## config.mk

```make
export PLATFORM = sky130hd
export DESIGN_NAME = obstacle_turn_rate_limit
export DESIGN_NICKNAME = d
export VERILOG_FILES = /design/src/design/otrl_pkg.sv /design/src/design/otrl_mul.sv /design/src/design/otrl_div.sv /design/src/design/obstacle_turn_rate_limit.sv
export SDC_FILE = /design/constraint.sdc
export NUM_CORES = 2
export LEC_CHECK = 0
export BUFFER_PORTS_ARGS = -buffer_cell sky130_fd_sc_hd__buf_4
export CAP_MARGIN = 15
export CELL_PAD_IN_SITES_DETAIL_PLACEMENT = 2
export CELL_PAD_IN_SITES_GLOBAL_PLACEMENT = 2
export CORE_MARGIN = 2
export CORE_UTILIZATION = 42
export CTS_BUF_LIST = sky130_fd_sc_hd__clkbuf_4 sky130_fd_sc_hd__clkbuf_8
export CTS_CLUSTER_SIZE = 12
export DETAILED_ROUTE_END_ITERATION = 8
export PLACE_DENSITY_LB_ADDON = 0.1
export SLEW_MARGIN = 20
export SYNTH_ARGS = -nofsm -noshare
export SYNTH_HDL_FRONTEND = slang
export SYNTH_SLANG_ARGS = --single-unit
```

## constraint.sdc

```tcl
create_clock -name clk_i -period 7.9 [get_ports clk_i]
set_input_delay 0.395 -clock clk_i [delete_from_list [all_inputs] [get_ports clk_i]]
set_output_delay 0.395 -clock clk_i [all_outputs]
set_load 0.1 [all_outputs]
```

## src/design/otrl_pkg.sv

```systemverilog
// ----------------------------------------------------------------------------
// otrl_pkg
// Shared constants, register codes and unit request types for the obstacle
// turn rate limiter.
// ----------------------------------------------------------------------------
`default_nettype none

package otrl_pkg;

  localparam int FRAC_BITS = 16;

  localparam int COORD_W = 32;
  localparam int LEN_W   = 31;
  localparam int RATE_W  = 32;

  // serial multiplier: (y - half_length) * (y + half_length)
  localparam int MUL_A_W   = 31;
  localparam int MUL_B_W   = 32;
  localparam int MUL_P_W   = MUL_A_W + MUL_B_W;
  localparam int MUL_CNT_W = $clog2(MUL_A_W);

  // shared restoring divider, one quotient bit per cycle
  localparam int DIV_W      = 64;
  localparam int DIV_CNT_W  = 6;
  localparam int DIV1_STEPS = 62;
  localparam int DIV2_STEPS = FRAC_BITS + 33;

  localparam int CFG_ADDR_W = 8;
  localparam int CFG_DATA_W = 32;

  localparam logic [CFG_ADDR_W-1:0] REG_HALF_LENGTH      = 8'd0;
  localparam logic [CFG_ADDR_W-1:0] REG_HALF_WIDTH       = 8'd1;
  localparam logic [CFG_ADDR_W-1:0] REG_FORWARD_DISTANCE = 8'd2;
  localparam logic [CFG_ADDR_W-1:0] REG_SPEED            = 8'd3;

  localparam logic [LEN_W-1:0]  HALF_LENGTH_RST      = 31'd19661;
  localparam logic [LEN_W-1:0]  HALF_WIDTH_RST       = 31'd13107;
  localparam logic [LEN_W-1:0]  FORWARD_DISTANCE_RST = 31'd65536;
  localparam logic [RATE_W-1:0] SPEED_RST            = 32'd0;

  typedef struct packed {
    logic               start;
    logic [MUL_A_W-1:0] a;
    logic [MUL_B_W-1:0] b;
  } mul_req_t;

  typedef struct packed {
    logic                 start;
    logic [DIV_W-1:0]     dividend;
    logic [DIV_W-1:0]     divisor;
    logic [DIV_CNT_W-1:0] last_step;
  } div_req_t;

endpackage

`default_nettype wire

```

## src/design/otrl_mul.sv

```systemverilog
// ----------------------------------------------------------------------------
// otrl_mul
// Shift-add multiplier: one bit of the a operand per cycle, unsigned.
// ----------------------------------------------------------------------------
`default_nettype none

module otrl_mul import otrl_pkg::*; (
  input  logic               clk_i,
  input  logic               rst_ni,
  input  mul_req_t           req_i,
  output logic               done_o,
  output logic [MUL_P_W-1:0] prod_o
);

  logic                 busy_q, busy_d;
  logic                 done_q, done_d;
  logic [MUL_CNT_W-1:0] cnt_q, cnt_d;
  logic [MUL_P_W-1:0]   p_q, p_d;
  logic [MUL_B_W-1:0]   b_q, b_d;
  logic [MUL_B_W:0]     sum;

  // upper half accumulates, lower half holds the multiplier bits still unused
  assign sum = {1'b0, p_q[MUL_P_W-1:MUL_A_W]} + (p_q[0] ? {1'b0, b_q} : '0);

  always_comb begin
    busy_d = busy_q;
    done_d = 1'b0;
    cnt_d  = cnt_q;
    p_d    = p_q;
    b_d    = b_q;
    if (req_i.start) begin
      busy_d = 1'b1;
      cnt_d  = MUL_CNT_W'(MUL_A_W - 1);
      p_d    = {{MUL_B_W{1'b0}}, req_i.a};
      b_d    = req_i.b;
    end else if (busy_q) begin
      p_d   = {sum, p_q[MUL_A_W-1:1]};
      cnt_d = cnt_q - 1'b1;
      if (cnt_q == '0) begin
        busy_d = 1'b0;
        done_d = 1'b1;
      end
    end
  end

  always_ff @(posedge clk_i or negedge rst_ni) begin
    if (!rst_ni) begin
      busy_q <= 1'b0;
      done_q <= 1'b0;
      cnt_q  <= '0;
    end else begin
      busy_q <= busy_d;
      done_q <= done_d;
      cnt_q  <= cnt_d;
    end
  end

  always_ff @(posedge clk_i) begin
    p_q <= p_d;
    b_q <= b_d;
  end

  assign done_o = done_q;
  assign prod_o = p_q;

endmodule

`default_nettype wire

```

## src/design/otrl_div.sv

```systemverilog
// ----------------------------------------------------------------------------
// otrl_div
// Restoring divider, one quotient bit per cycle, unsigned. The dividend is
// given left aligned so that only last_step + 1 steps are needed.
// ----------------------------------------------------------------------------
`default_nettype none

module otrl_div import otrl_pkg::*; (
  input  logic             clk_i,
  input  logic             rst_ni,
  input  div_req_t         req_i,
  output logic             done_o,
  output logic [DIV_W-1:0] quot_o
);

  logic                 busy_q, busy_d;
  logic                 done_q, done_d;
  logic [DIV_CNT_W-1:0] cnt_q, cnt_d;
  logic [DIV_W-1:0]     dvd_q, dvd_d;
  logic [DIV_W-1:0]     dvs_q, dvs_d;
  logic [DIV_W-1:0]     rem_q, rem_d;
  logic [DIV_W-1:0]     quo_q, quo_d;
  logic [DIV_W-1:0]     rem_t;
  logic                 ge;

  // remainder stays below the divisor, so its top bit is free for the shift
  assign rem_t = {rem_q[DIV_W-2:0], dvd_q[DIV_W-1]};
  assign ge    = (rem_t >= dvs_q);

  always_comb begin
    busy_d = busy_q;
    done_d = 1'b0;
    cnt_d  = cnt_q;
    dvd_d  = dvd_q;
    dvs_d  = dvs_q;
    rem_d  = rem_q;
    quo_d  = quo_q;
    if (req_i.start) begin
      busy_d = 1'b1;
      cnt_d  = req_i.last_step;
      dvd_d  = req_i.dividend;
      dvs_d  = req_i.divisor;
      rem_d  = '0;
      quo_d  = '0;
    end else if (busy_q) begin
      rem_d = ge ? (rem_t - dvs_q) : rem_t;
      quo_d = {quo_q[DIV_W-2:0], ge};
      dvd_d = {dvd_q[DIV_W-2:0], 1'b0};
      cnt_d = cnt_q - 1'b1;
      if (cnt_q == '0) begin
        busy_d = 1'b0;
        done_d = 1'b1;
      end
    end
  end

  always_ff @(posedge clk_i or negedge rst_ni) begin
    if (!rst_ni) begin
      busy_q <= 1'b0;
      done_q <= 1'b0;
      cnt_q  <= '0;
    end else begin
      busy_q <= busy_d;
      done_q <= done_d;
      cnt_q  <= cnt_d;
    end
  end

  always_ff @(posedge clk_i) begin
    dvd_q <= dvd_d;
    dvs_q <= dvs_d;
    rem_q <= rem_d;
    quo_q <= quo_d;
  end

  assign done_o = done_q;
  assign quot_o = quo_q;

endmodule

`default_nettype wire

```

## src/design/obstacle_turn_rate_limit.sv

```systemverilog
// ----------------------------------------------------------------------------
// obstacle_turn_rate_limit
// Turn rate limit from an obstacle point cloud, one point at a time.
// ----------------------------------------------------------------------------
// Points enter on the s_axis channel (x, y in tdata, tlast on the last point
// of a cloud). One result per cloud leaves on m_axis: omega in tdata, the
// stop flag in tuser. Registers are written on the cfg channel (always
// ready); the user must write them only while no point is in flight;
// the block itself does not enforce this. A point outside the watched
// zone, or any point after a zero radius was seen, passes only through
// the zone check and the finish state. A point inside the zone runs a
// bit-serial multiply (31 steps) and a pass of the shared bit-serial
// divider (62 steps); unless that gives a zero radius, a second divider
// pass (FRAC_BITS + 33 steps) follows.
// s_axis_tready is high only between points. The result of the last point
// sits in an output register, so the next cloud's points are taken while it
// waits; only a further last point waits for the register to drain when
// m_axis_tready stays low.
// Reset clears the per-cloud state, drops any pending result and restores
// the register reset values.
// ----------------------------------------------------------------------------
`default_nettype none

module obstacle_turn_rate_limit import otrl_pkg::*; (
  input  logic                  clk_i,
  input  logic                  rst_ni,
  // configuration writes
  input  logic                  cfg_valid_i,
  output logic                  cfg_ready_o,
  input  logic [CFG_ADDR_W-1:0] cfg_addr_i,
  input  logic [CFG_DATA_W-1:0] cfg_data_i,
  // points
  input  logic                  s_axis_tvalid,
  output logic                  s_axis_tready,
  input  logic [2*COORD_W-1:0]  s_axis_tdata,   // point_x, point_y
  input  logic                  s_axis_tlast,   // last_point
  // results
  output logic                  m_axis_tvalid,
  input  logic                  m_axis_tready,
  output logic [RATE_W-1:0]     m_axis_tdata,   // omega
  output logic                  m_axis_tuser    // stop
);

  localparam logic [3:0] ST_IDLE = 4'd0;
  localparam logic [3:0] ST_CHK  = 4'd1;
  localparam logic [3:0] ST_MUL  = 4'd2;
  localparam logic [3:0] ST_DIV1 = 4'd3;
  localparam logic [3:0] ST_DSUB = 4'd4;
  localparam logic [3:0] ST_DCHK = 4'd5;
  localparam logic [3:0] ST_DIV2 = 4'd6;
  localparam logic [3:0] ST_SAT  = 4'd7;
  localparam logic [3:0] ST_FIN  = 4'd8;

  localparam logic [RATE_W-1:0] RATE_MAX = {1'b0, {(RATE_W-1){1'b1}}};
  localparam logic [RATE_W-1:0] RATE_MIN = {1'b1, {(RATE_W-1){1'b0}}};

  // registers
  logic [LEN_W-1:0]  half_length_q, half_width_q, forward_distance_q;
  logic [RATE_W-1:0] speed_q;

  // control and cloud state
  logic [3:0]        state_q, state_d;
  logic [RATE_W-1:0] left_max_q, left_max_d;
  logic [RATE_W-1:0] right_max_q, right_max_d;
  logic [RATE_W-1:0] latest_rate_q, latest_rate_d;
  logic              stop_latched_q, stop_latched_d;
  logic              out_valid_q, out_valid_d;

  // payload
  logic [COORD_W-1:0] x_q, x_d, y_q, y_d;
  logic               last_q, last_d;
  logic [LEN_W-1:0]   den_q, den_d;
  logic [COORD_W-1:0] hwax_q, hwax_d;
  logic [DIV_W-1:0]   d_q, d_d;
  logic               neg_q, neg_d;
  logic               out_stop_q, out_stop_d;
  logic [RATE_W-1:0]  out_omega_q, out_omega_d;

  // datapath
  logic [COORD_W+1:0] y_ext, hl_ext, lim_ext;
  logic [COORD_W-1:0] ax;
  logic               in_zone, used;
  logic [RATE_W-1:0]  spd_mag;
  logic [DIV_W-1:0]   d_mag, top_mag;
  logic [RATE_W-1:0]  rate;
  logic [RATE_W-1:0]  res_omega;
  logic               res_stop;

  mul_req_t           mul_req;
  div_req_t           div_req;
  logic               mul_done, div_done;
  logic [MUL_P_W-1:0] prod;
  logic [DIV_W-1:0]   quot;

  otrl_mul u_mul (
    .clk_i  (clk_i),
    .rst_ni (rst_ni),
    .req_i  (mul_req),
    .done_o (mul_done),
    .prod_o (prod)
  );

  otrl_div u_div (
    .clk_i  (clk_i),
    .rst_ni (rst_ni),
    .req_i  (div_req),
    .done_o (div_done),
    .quot_o (quot)
  );

  // zone test
  assign y_ext   = {{2{y_q[COORD_W-1]}}, y_q};
  assign hl_ext  = {3'b000, half_length_q};
  assign lim_ext = {2'b00, {1'b0, half_length_q} + {1'b0, forward_distance_q}};
  assign ax      = x_q[COORD_W-1] ? (-x_q) : x_q;
  assign in_zone = ($signed(y_ext) > $signed(hl_ext)) && ($signed(y_ext) <= $signed(lim_ext));
  assign used    = in_zone && (ax < {1'b0, half_width_q}) && !stop_latched_q;

  assign d_mag   = d_q[DIV_W-1] ? (-d_q) : d_q;
  assign spd_mag = speed_q[RATE_W-1] ? (-speed_q) : speed_q;
  assign top_mag = DIV_W'(spd_mag) << (FRAC_BITS + 1);

  // saturate the signed quotient to the rate width
  always_comb begin
    if (neg_q) begin
      rate = (quot > DIV_W'(RATE_MIN)) ? RATE_MIN : (-quot[RATE_W-1:0]);
    end else begin
      rate = (quot > DIV_W'(RATE_MAX)) ? RATE_MAX : quot[RATE_W-1:0];
    end
  end

  assign res_stop  = stop_latched_q || ((left_max_q != '0) && (right_max_q != '0));
  assign res_omega = stop_latched_q ? latest_rate_q :
                     ((left_max_q != '0) ? (-left_max_q) : right_max_q);

  always_comb begin
    state_d        = state_q;
    left_max_d     = left_max_q;
    right_max_d    = right_max_q;
    latest_rate_d  = latest_rate_q;
    stop_latched_d = stop_latched_q;
    out_valid_d    = out_valid_q && !m_axis_tready;
    x_d            = x_q;
    y_d            = y_q;
    last_d         = last_q;
    den_d          = den_q;
    hwax_d         = hwax_q;
    d_d            = d_q;
    neg_d          = neg_q;
    out_stop_d     = out_stop_q;
    out_omega_d    = out_omega_q;

    mul_req.start = 1'b0;
    mul_req.a     = y_q[MUL_A_W-1:0] - half_length_q;
    mul_req.b     = {1'b0, y_q[MUL_A_W-1:0]} + {1'b0, half_length_q};

    div_req.start = 1'b0;
    if (state_q == ST_DCHK) begin
      div_req.dividend  = top_mag << (DIV_W - DIV2_STEPS);
      div_req.divisor   = d_mag;
      div_req.last_step = DIV_CNT_W'(DIV2_STEPS - 1);
    end else begin
      div_req.dividend  = DIV_W'(prod) << (DIV_W - DIV1_STEPS);
      div_req.divisor   = DIV_W'(den_q);
      div_req.last_step = DIV_CNT_W'(DIV1_STEPS - 1);
    end

    unique case (state_q)
      ST_IDLE: begin
        if (s_axis_tvalid) begin
          x_d     = s_axis_tdata[COORD_W-1:0];
          y_d     = s_axis_tdata[2*COORD_W-1:COORD_W];
          last_d  = s_axis_tlast;
          state_d = ST_CHK;
        end
      end
      ST_CHK: begin
        den_d  = half_width_q - ax[LEN_W-1:0];
        hwax_d = {1'b0, half_width_q} + ax;
        if (used) begin
          mul_req.start = 1'b1;
          state_d       = ST_MUL;
        end else begin
          state_d = ST_FIN;
        end
      end
      ST_MUL: begin
        if (mul_done) begin
          div_req.start = 1'b1;
          state_d       = ST_DIV1;
        end
      end
      ST_DIV1: begin
        if (div_done) begin
          state_d = ST_DSUB;
        end
      end
      ST_DSUB: begin
        // twice the radius
        d_d     = quot - DIV_W'(hwax_q);
        state_d = ST_DCHK;
      end
      ST_DCHK: begin
        if (d_q == '0) begin
          stop_latched_d = 1'b1;
          state_d        = ST_FIN;
        end else begin
          neg_d         = speed_q[RATE_W-1] ^ d_q[DIV_W-1];
          div_req.start = 1'b1;
          state_d       = ST_DIV2;
        end
      end
      ST_DIV2: begin
        if (div_done) begin
          state_d = ST_SAT;
        end
      end
      ST_SAT: begin
        latest_rate_d = rate;
        if (!x_q[COORD_W-1] && ($signed(rate) > $signed(left_max_q))) begin
          left_max_d = rate;
        end
        if (x_q[COORD_W-1] && ($signed(rate) > $signed(right_max_q))) begin
          right_max_d = rate;
        end
        state_d = ST_FIN;
      end
      ST_FIN: begin
        if (!last_q) begin
          state_d = ST_IDLE;
        end else if (!out_valid_q || m_axis_tready) begin
          out_valid_d    = 1'b1;
          out_stop_d     = res_stop;
          out_omega_d    = res_omega;
          left_max_d     = '0;
          right_max_d    = '0;
          latest_rate_d  = '0;
          stop_latched_d = 1'b0;
          state_d        = ST_IDLE;
        end
      end
      default: begin
        state_d = ST_IDLE;
      end
    endcase
  end

  always_ff @(posedge clk_i or negedge rst_ni) begin
    if (!rst_ni) begin
      state_q        <= ST_IDLE;
      left_max_q     <= '0;
      right_max_q    <= '0;
      latest_rate_q  <= '0;
      stop_latched_q <= 1'b0;
      out_valid_q    <= 1'b0;
    end else begin
      state_q        <= state_d;
      left_max_q     <= left_max_d;
      right_max_q    <= right_max_d;
      latest_rate_q  <= latest_rate_d;
      stop_latched_q <= stop_latched_d;
      out_valid_q    <= out_valid_d;
    end
  end

  always_ff @(posedge clk_i) begin
    x_q         <= x_d;
    y_q         <= y_d;
    last_q      <= last_d;
    den_q       <= den_d;
    hwax_q      <= hwax_d;
    d_q         <= d_d;
    neg_q       <= neg_d;
    out_stop_q  <= out_stop_d;
    out_omega_q <= out_omega_d;
  end

  // configuration registers, indexes beyond the list are dropped
  always_ff @(posedge clk_i or negedge rst_ni) begin
    if (!rst_ni) begin
      half_length_q      <= HALF_LENGTH_RST;
      half_width_q       <= HALF_WIDTH_RST;
      forward_distance_q <= FORWARD_DISTANCE_RST;
      speed_q            <= SPEED_RST;
    end else if (cfg_valid_i && cfg_ready_o) begin
      unique case (cfg_addr_i)
        REG_HALF_LENGTH:      half_length_q      <= cfg_data_i[LEN_W-1:0];
        REG_HALF_WIDTH:       half_width_q       <= cfg_data_i[LEN_W-1:0];
        REG_FORWARD_DISTANCE: forward_distance_q <= cfg_data_i[LEN_W-1:0];
        REG_SPEED:            speed_q            <= cfg_data_i[RATE_W-1:0];
        default: begin
        end
      endcase
    end
  end

  assign cfg_ready_o   = 1'b1;
  assign s_axis_tready = (state_q == ST_IDLE);
  assign m_axis_tvalid = out_valid_q;
  assign m_axis_tdata  = out_omega_q;
  assign m_axis_tuser  = out_stop_q;

endmodule

`default_nettype wire

```

# Word-level counts from Yosys, hierarchy flattened
# Index checks and enable logic that the tools add are counted.
[classes]
magnitude_cmp = 8
mux = 59
reduce_logical = 37
n_addsub = 15
eq_ne = 21
n_bitwise = 2
[op_table]
columns = ["cell", "n"]
rows = [
  ["$mux W32", 12],
  ["$mux W64", 3],
  ["$pmux W32 S2", 3],
  ["$mux W134", 1],
  ["$neg A32 Y32", 4],
  ["$gt A32 B32 Y1", 3],
  ["$add A31 B31 Y32", 2],
  ["$ge A64 B64 Y1", 1],
  ["$gt A64 B31 Y1 const B", 1],
  ["$gt A64 B32 Y1 const B", 1],
  ["$logic_not A64 Y1", 1],
  ["$neg A64 Y64", 1],
  ["$reduce_bool A32 Y1", 2],
  ["$sub A64 B32 Y64", 1],
  ["$mux W63", 1],
  ["$sub A63 B63 Y63", 1],
  ["$mux W31", 2],
  ["$sub A31 B31 Y31", 2],
  ["$pmux W4 S9", 1],
  ["$add A32 B32 Y33", 1],
  ["$le A32 B33 Y1", 1],
  ["$add A31 B32 Y32", 1],
  ["$lt A32 B31 Y1", 1],
  ["$mux W4", 8],
  ["other kinds (29)", 87],
]
[totals]
reg_bits = 818
output_inout_bits = 36
elab_cells = 176

# Longest topological paths before layout
[depth]
ltp_word = 8
depth_mapped = 26
mapped_depth_nobuf = 23

# Hierarchy
# From an unflattened synthesis, not the netlist that was laid out.
[hier_totals]
cells_unflattened = 5726
area_unflattened_um2 = 54487.3
[by_module_without_submodules]
columns = ["mod", "cells_each", "instances", "area_per_inst_um2", "seq_area_each_um2"]
rows = [
  ["obstacle_turn_rate_limit", 3684, 1, 34212.8, 12458.2],
  ["otrl_div", 1466, 1, 14274.9, 6586.3],
  ["otrl_mul", 576, 1, 5999.5, 2707.6],
]

# Least setup slack after synthesis
# OpenSTA, ideal clock, no wires.
[synth_timing]
path_type = "register to register"
startpoint = "register state_q[2]"
endpoint = "register u_mul.p_q[0], in the netlist u_mul.prod_o[0], enable pin"
setup_ns = 0.388
path_stages_with_launch = 7
setup_slack_ns = 0.614
arrival_time_ns = 6.898
n_path_buf = 3
required_ns = 7.512
path_cell_list = "dfrtp_1 -> clkbuf_1 -> nor3_1 -> nand2_1 -> buf_2 -> clkbuf_1 -> nand2_1"
[synth_between]
elab_chain_len = 3
[synth_lines]
columns = ["item", "line_no", "source"]
rows = [
  ["start, declared", "obstacle_turn_rate_limit.sv:62", "logic [3:0] state_q, state_d;"],
  ["start signal, assigned", "obstacle_turn_rate_limit.sv:257", "state_q <= state_d;"],
  ["$eq A4 B1 Y1", "obstacle_turn_rate_limit.sv:168", "unique case (state_q)"],
  ["$mux W1", "obstacle_turn_rate_limit.sv:168", ""],
  ["$reduce_bool A2 Y1 (no line)", "--", ""],
  ["end signal, assigned", "otrl_mul.sv:59", "p_q <= p_d;"],
  ["end, declared", "otrl_mul.sv:18", "logic [MUL_P_W-1:0] p_q, p_d;"],
]
# Every way passes these cells.
# A chain may end at the register's enable or synchronous reset.

# Worst setup path after layout
[layout_timing]
startpoint = "register half_length_q[0]"
endpoint = "register u_mul.p_q[8], in the netlist u_mul.prod_o[8], data pin"
[layout_between]
elab_chain_len = 8
[layout_lines]
columns = ["item", "line_no", "source"]
rows = [
  ["start, declared", "obstacle_turn_rate_limit.sv:58", "logic [LEN_W-1:0] half_length_q, half_width_q, forward_distance_q;"],
  ["start signal, assigned", "obstacle_turn_rate_limit.sv:287", "REG_HALF_LENGTH: half_length_q <= cfg_data_i[LEN_W-1:0];"],
  ["$add A31 B31 Y32", "obstacle_turn_rate_limit.sv:114", "assign lim_ext = {2'b00, {1'b0, half_length_q} + {1'b0, forward_distance_q}};"],
  ["$le A32 B33 Y1", "obstacle_turn_rate_limit.sv:116", "assign in_zone = ($signed(y_ext) > $signed(hl_ext)) && ($signed(y_ext) <= $signed(lim_ext));"],
  ["$logic_and A1 B1 Y1", "obstacle_turn_rate_limit.sv:116", ""],
  ["$logic_and A1 B1 Y1 (2 in series)", "obstacle_turn_rate_limit.sv:117", "assign used = in_zone && (ax < {1'b0, half_width_q}) && !stop_latched_q;"],
  ["$mux W1", "obstacle_turn_rate_limit.sv:180", "if (used) begin"],
  ["$mux W1", "obstacle_turn_rate_limit.sv:168", ""],
  ["$mux W31 (*)", "otrl_mul.sv:31", "if (req_i.start) begin"],
  ["via u_mul.p_d[8]", "otrl_mul.sv:18", ""],
]
# Mark *: on every way through the listed nets, which the timed path passes. The rest lies on a longest branch.

==> results by group <==
Place
  • Placement Cell Area: 55800 µm²
  • Pre-CTS setup slack: 922 ps
  • IO buf count: 144
  • RD Place Congestion: 0.902
  • Detailed placer's ending HPWL: 140000 µm

Route
  • Antenna-violating nets left: 0
  • Via-to-Cell Ratio: 5.77
  • Total number of vias: 44100
  • DR WL/cell: 25.3 µm
  • Drt initial violations: 2531
  • Drt drc: 0
  • Routed WL: 193000 µm
  • TritonRoute pass-1 iters: 5

Timing
  • Final setup viols: 0
  • RSZ-0062 raised after global routing: false
  • Worst Hold Margin: 51.1 ps
  • Crit share post-route: 89.8%
  • Worst slew pin tran: 1220 ps
  • Fmax: 141 MHz
  • Clock skew: 53.8 ps
  • TNS Setup: 0 ps
  • Max Slew Vio Count: 0
  • Final WS setup: 809 ps
  • Final hold vios: 0
  • Minimum clock period: 7090 ps
  • Rel. slew slack: 17.5%

Critical path
  • CP cell instances: ha_1, fa_1, a21o_1, a21oi_1, or4_1, a31oi_1, o22ai_1, o31ai_1, buf_4, a211o_1, nand4_1, o21ai_0, xnor2_1, ha_1, and4_1, nand3_1, or3_1, o2111a_1, o21ai_1, nor2_1, nand2_2, buf_4, o21ai_0
  • CP arrival: 7670 ps
  • Worst endpoint required time: 8480 ps
  • Crit. End Element: flip-flop
  • Slowest CP cell: dfstp_2
  • Setup crit start kind: flip-flop
  • CP max stage delay: 570 ps
  • Crit path kind: flip-flop to flip-flop
  • Setup crit start: half_length_q[0]
  • Reg2reg start: half_length_q[0]
  • Crit Path Max Fanout: 38

Logic synthesis
  • Post-synth top cells: 471 x nor2_1, 455 x nand2_1, 434 x ha_1
  • Mapped Area: 53100 µm²
  • Predominant post-synthesis flop cell: edfxtp_1
  • Syn Inst Count: 5648
  • Post-synth top area cell: edfxtp_1
  • Warnings, synthesis: 0
  • Post-synth EDFFs: 414
  • Sequential-to-total area share from yosys stat: 40.8%
  • Post-synth cell types: 90
  • Synth Register Bits: 815
  • Area contributors post-synth: edfxtp_1 23%, dfrtp_1 11%, ha_1 10%
  • Ys async rst share: 29.7%
  • Yosys top cell area share: 23.4%
  • Syn avg cell area: 9.41 µm²
  • Most frequent cell after synthesis: nor2_1
  • Net Count, Synth: 6200

Global route
  • GR Overflow Total: 0
  • Global-route wire length before repair: 300000 µm
  • Largest net degree at the start of global routing: 129
  • Vias in the first global route: 48500
  • Total track usage: 29.6%
  • Antenna violations before repair: 7

CTS
  • Root Buffer: clkbuf_8
  • Post-CTS setup buffers: 0
  • # H-tree levels: 4
  • CTS Buf Count: 151
  • TritonCTS clock tree: done
  • Worst-path clk slew: 60 ps
  • Clk sinks: 815
  • Clk Latency, worst-skew pair: 890 ps
  • Maximum buffer depth of the clock tree: 3

Power and ir drop
  • Clock Power Share: 27.3%
  • Peak supply drop: 276 µV
  • Leakage: 26.3 nW
  • Sw frac: 40.1%
  • Power Total: 0.0167 W
  • Sequential share of power: 33.4%
  • Power share of the combinational group: 39.3%
  • P per Cell Area: 277 nW/µm²
  • NetSw: 0.00667 W
  • Cell-internal power: 0.00998 W

Die
  • CORE AREA: 126000 µm²
  • Die area: 129000 µm²
  • Initial Utilization: 42.3%
  • Ports: 146
  • Die Width: 360 µm
  • # rows: 130
  • Die Height: 360 µm

Hold path
  • Hold Crit Class: input pin to async pin

Cells and area
  • NumNets Final: 6403
  • Synthesis-to-finish area growth: 13.2%
  • Layout cell share with drive strength beyond 1: 12.1%
  • Fillers: 13300
  • Cell area after layout: 60200 µm²

Flow run
  • Max-Cap Viols: 0

Run status
  • Status: completed
[final timing paths]
| path | end | slack (ps) | cells after the start |
|---|---|---|---|
| min reg2reg | u_div.rem_q[19] | 510 | 2 |
| min | u_div.busy_q | 50 | 2 |
| min in group clk_i | half_length_q[27] | 210 | 5 |
| max | u_mul.prod_o[8] | 810 | 23 |
| max reg2reg | u_mul.prod_o[8] | 810 | 23 |
| max in group asynchronous | latest_rate_q[8] | 6340 | 3 |
[cells in the final DEF, fill, tap and decap left out, drive strengths merged, types with 59 or more instances in the layout]
cell	n
a211oi	79
a21o	164
a21oi	393
and2	68
buf	198
clkbuf	235
dfrtp	225
dfxtp	159
dlygate4sd3	100
edfxtp	414
ha	434
inv	417
mux2	167
mux2i	126
nand2	455
nand3	88
nand4	59
nor2	471
nor3	105
o21ai	405
o31ai	59
xnor2	250
xor2	187
[state kept, by name (all words and copies together) (netlist names), 62 cells and up]
register and cells:
d_q 64, u_div.dvs_q 64, u_div.quot_o 64, u_div.rem_q 63
u_mul.prod_o 63, u_div.dvd_q 62
[power by group through the flow]
stage	Clock, W	Sequential, W	Combinational [W]
after floorplan	0	0.00570	0.00415
after global placement	0	0.00559	0.00612
after detailed placement	0	0.00563	0.00635
after CTS	0.00462	0.00555	0.00649
after global routing	0.00484	0.00561	0.00714
final	0.00454	0.00557	0.00654
[cells by family after synthesis]
group / share of synthesized area (%)
simple gates: 14.2
fa+ha+maj: 10.5
flops: 40.8
xor+xnor: 7.21
compound gates: 16.7
other cells: 0.00706
mux: 5.91
buf+inv: 4.67
[repair_timing]
item,CTS,global route
hold buffers,100,0
endpoints found under the hold margin,245,0
gates resized for setup,0,0
[cell type report]
| cell class | instances | area, µm² | share of cell area (%) |
|---|---|---|---|
| repair buffers | 298 | 2510 | 4.17 |
| well taps | 1650 | 2060 | 3.43 |
| flip-flops and latches | 815 | 21700 | 36.1 |
| clock buffers | 235 | 2870 | 4.76 |
| inverters | 410 | 1540 | 2.57 |
| diodes | 4 | 10.0 | 0.0166 |
| multi-input cells | 4175 | 29000 | 48.3 |
| clock inverters | 46 | 432 | 0.718 |
[routing by layer]
layer  routed length [µm]  global-route usage [%]  part of all wire (%)  up-vias
met5                   27                       0                 0.014        -
met4                 8290                    12.3                   4.3        4
met3                 6240                    3.86                   3.2      304
met2                92700                    50.4                    48      816
met1                86000                    37.9                    45    22400
li1                     -                       -                     -    20500
[critical path: cells and delay by family (launching register included)]
family,cells,cell delay [ps]
adders and majority gates,3,740
AOI/OAI and AO/OA,10,2570
and+or+nand+nor,7,2080
buffers and inverters,2,640
xor gates and xnor gates,1,130
DFF,1,570
[metrics by stage]
stage,cells,util (%)
after floorplan,5648,-
after global placement,7248,44.5
after detailed placement,7248,44.5
after CTS,7629,47.9
after global routing,7632,47.9
final,7633,47.9
No activity file was read; power rests on OpenSTA's default activity.
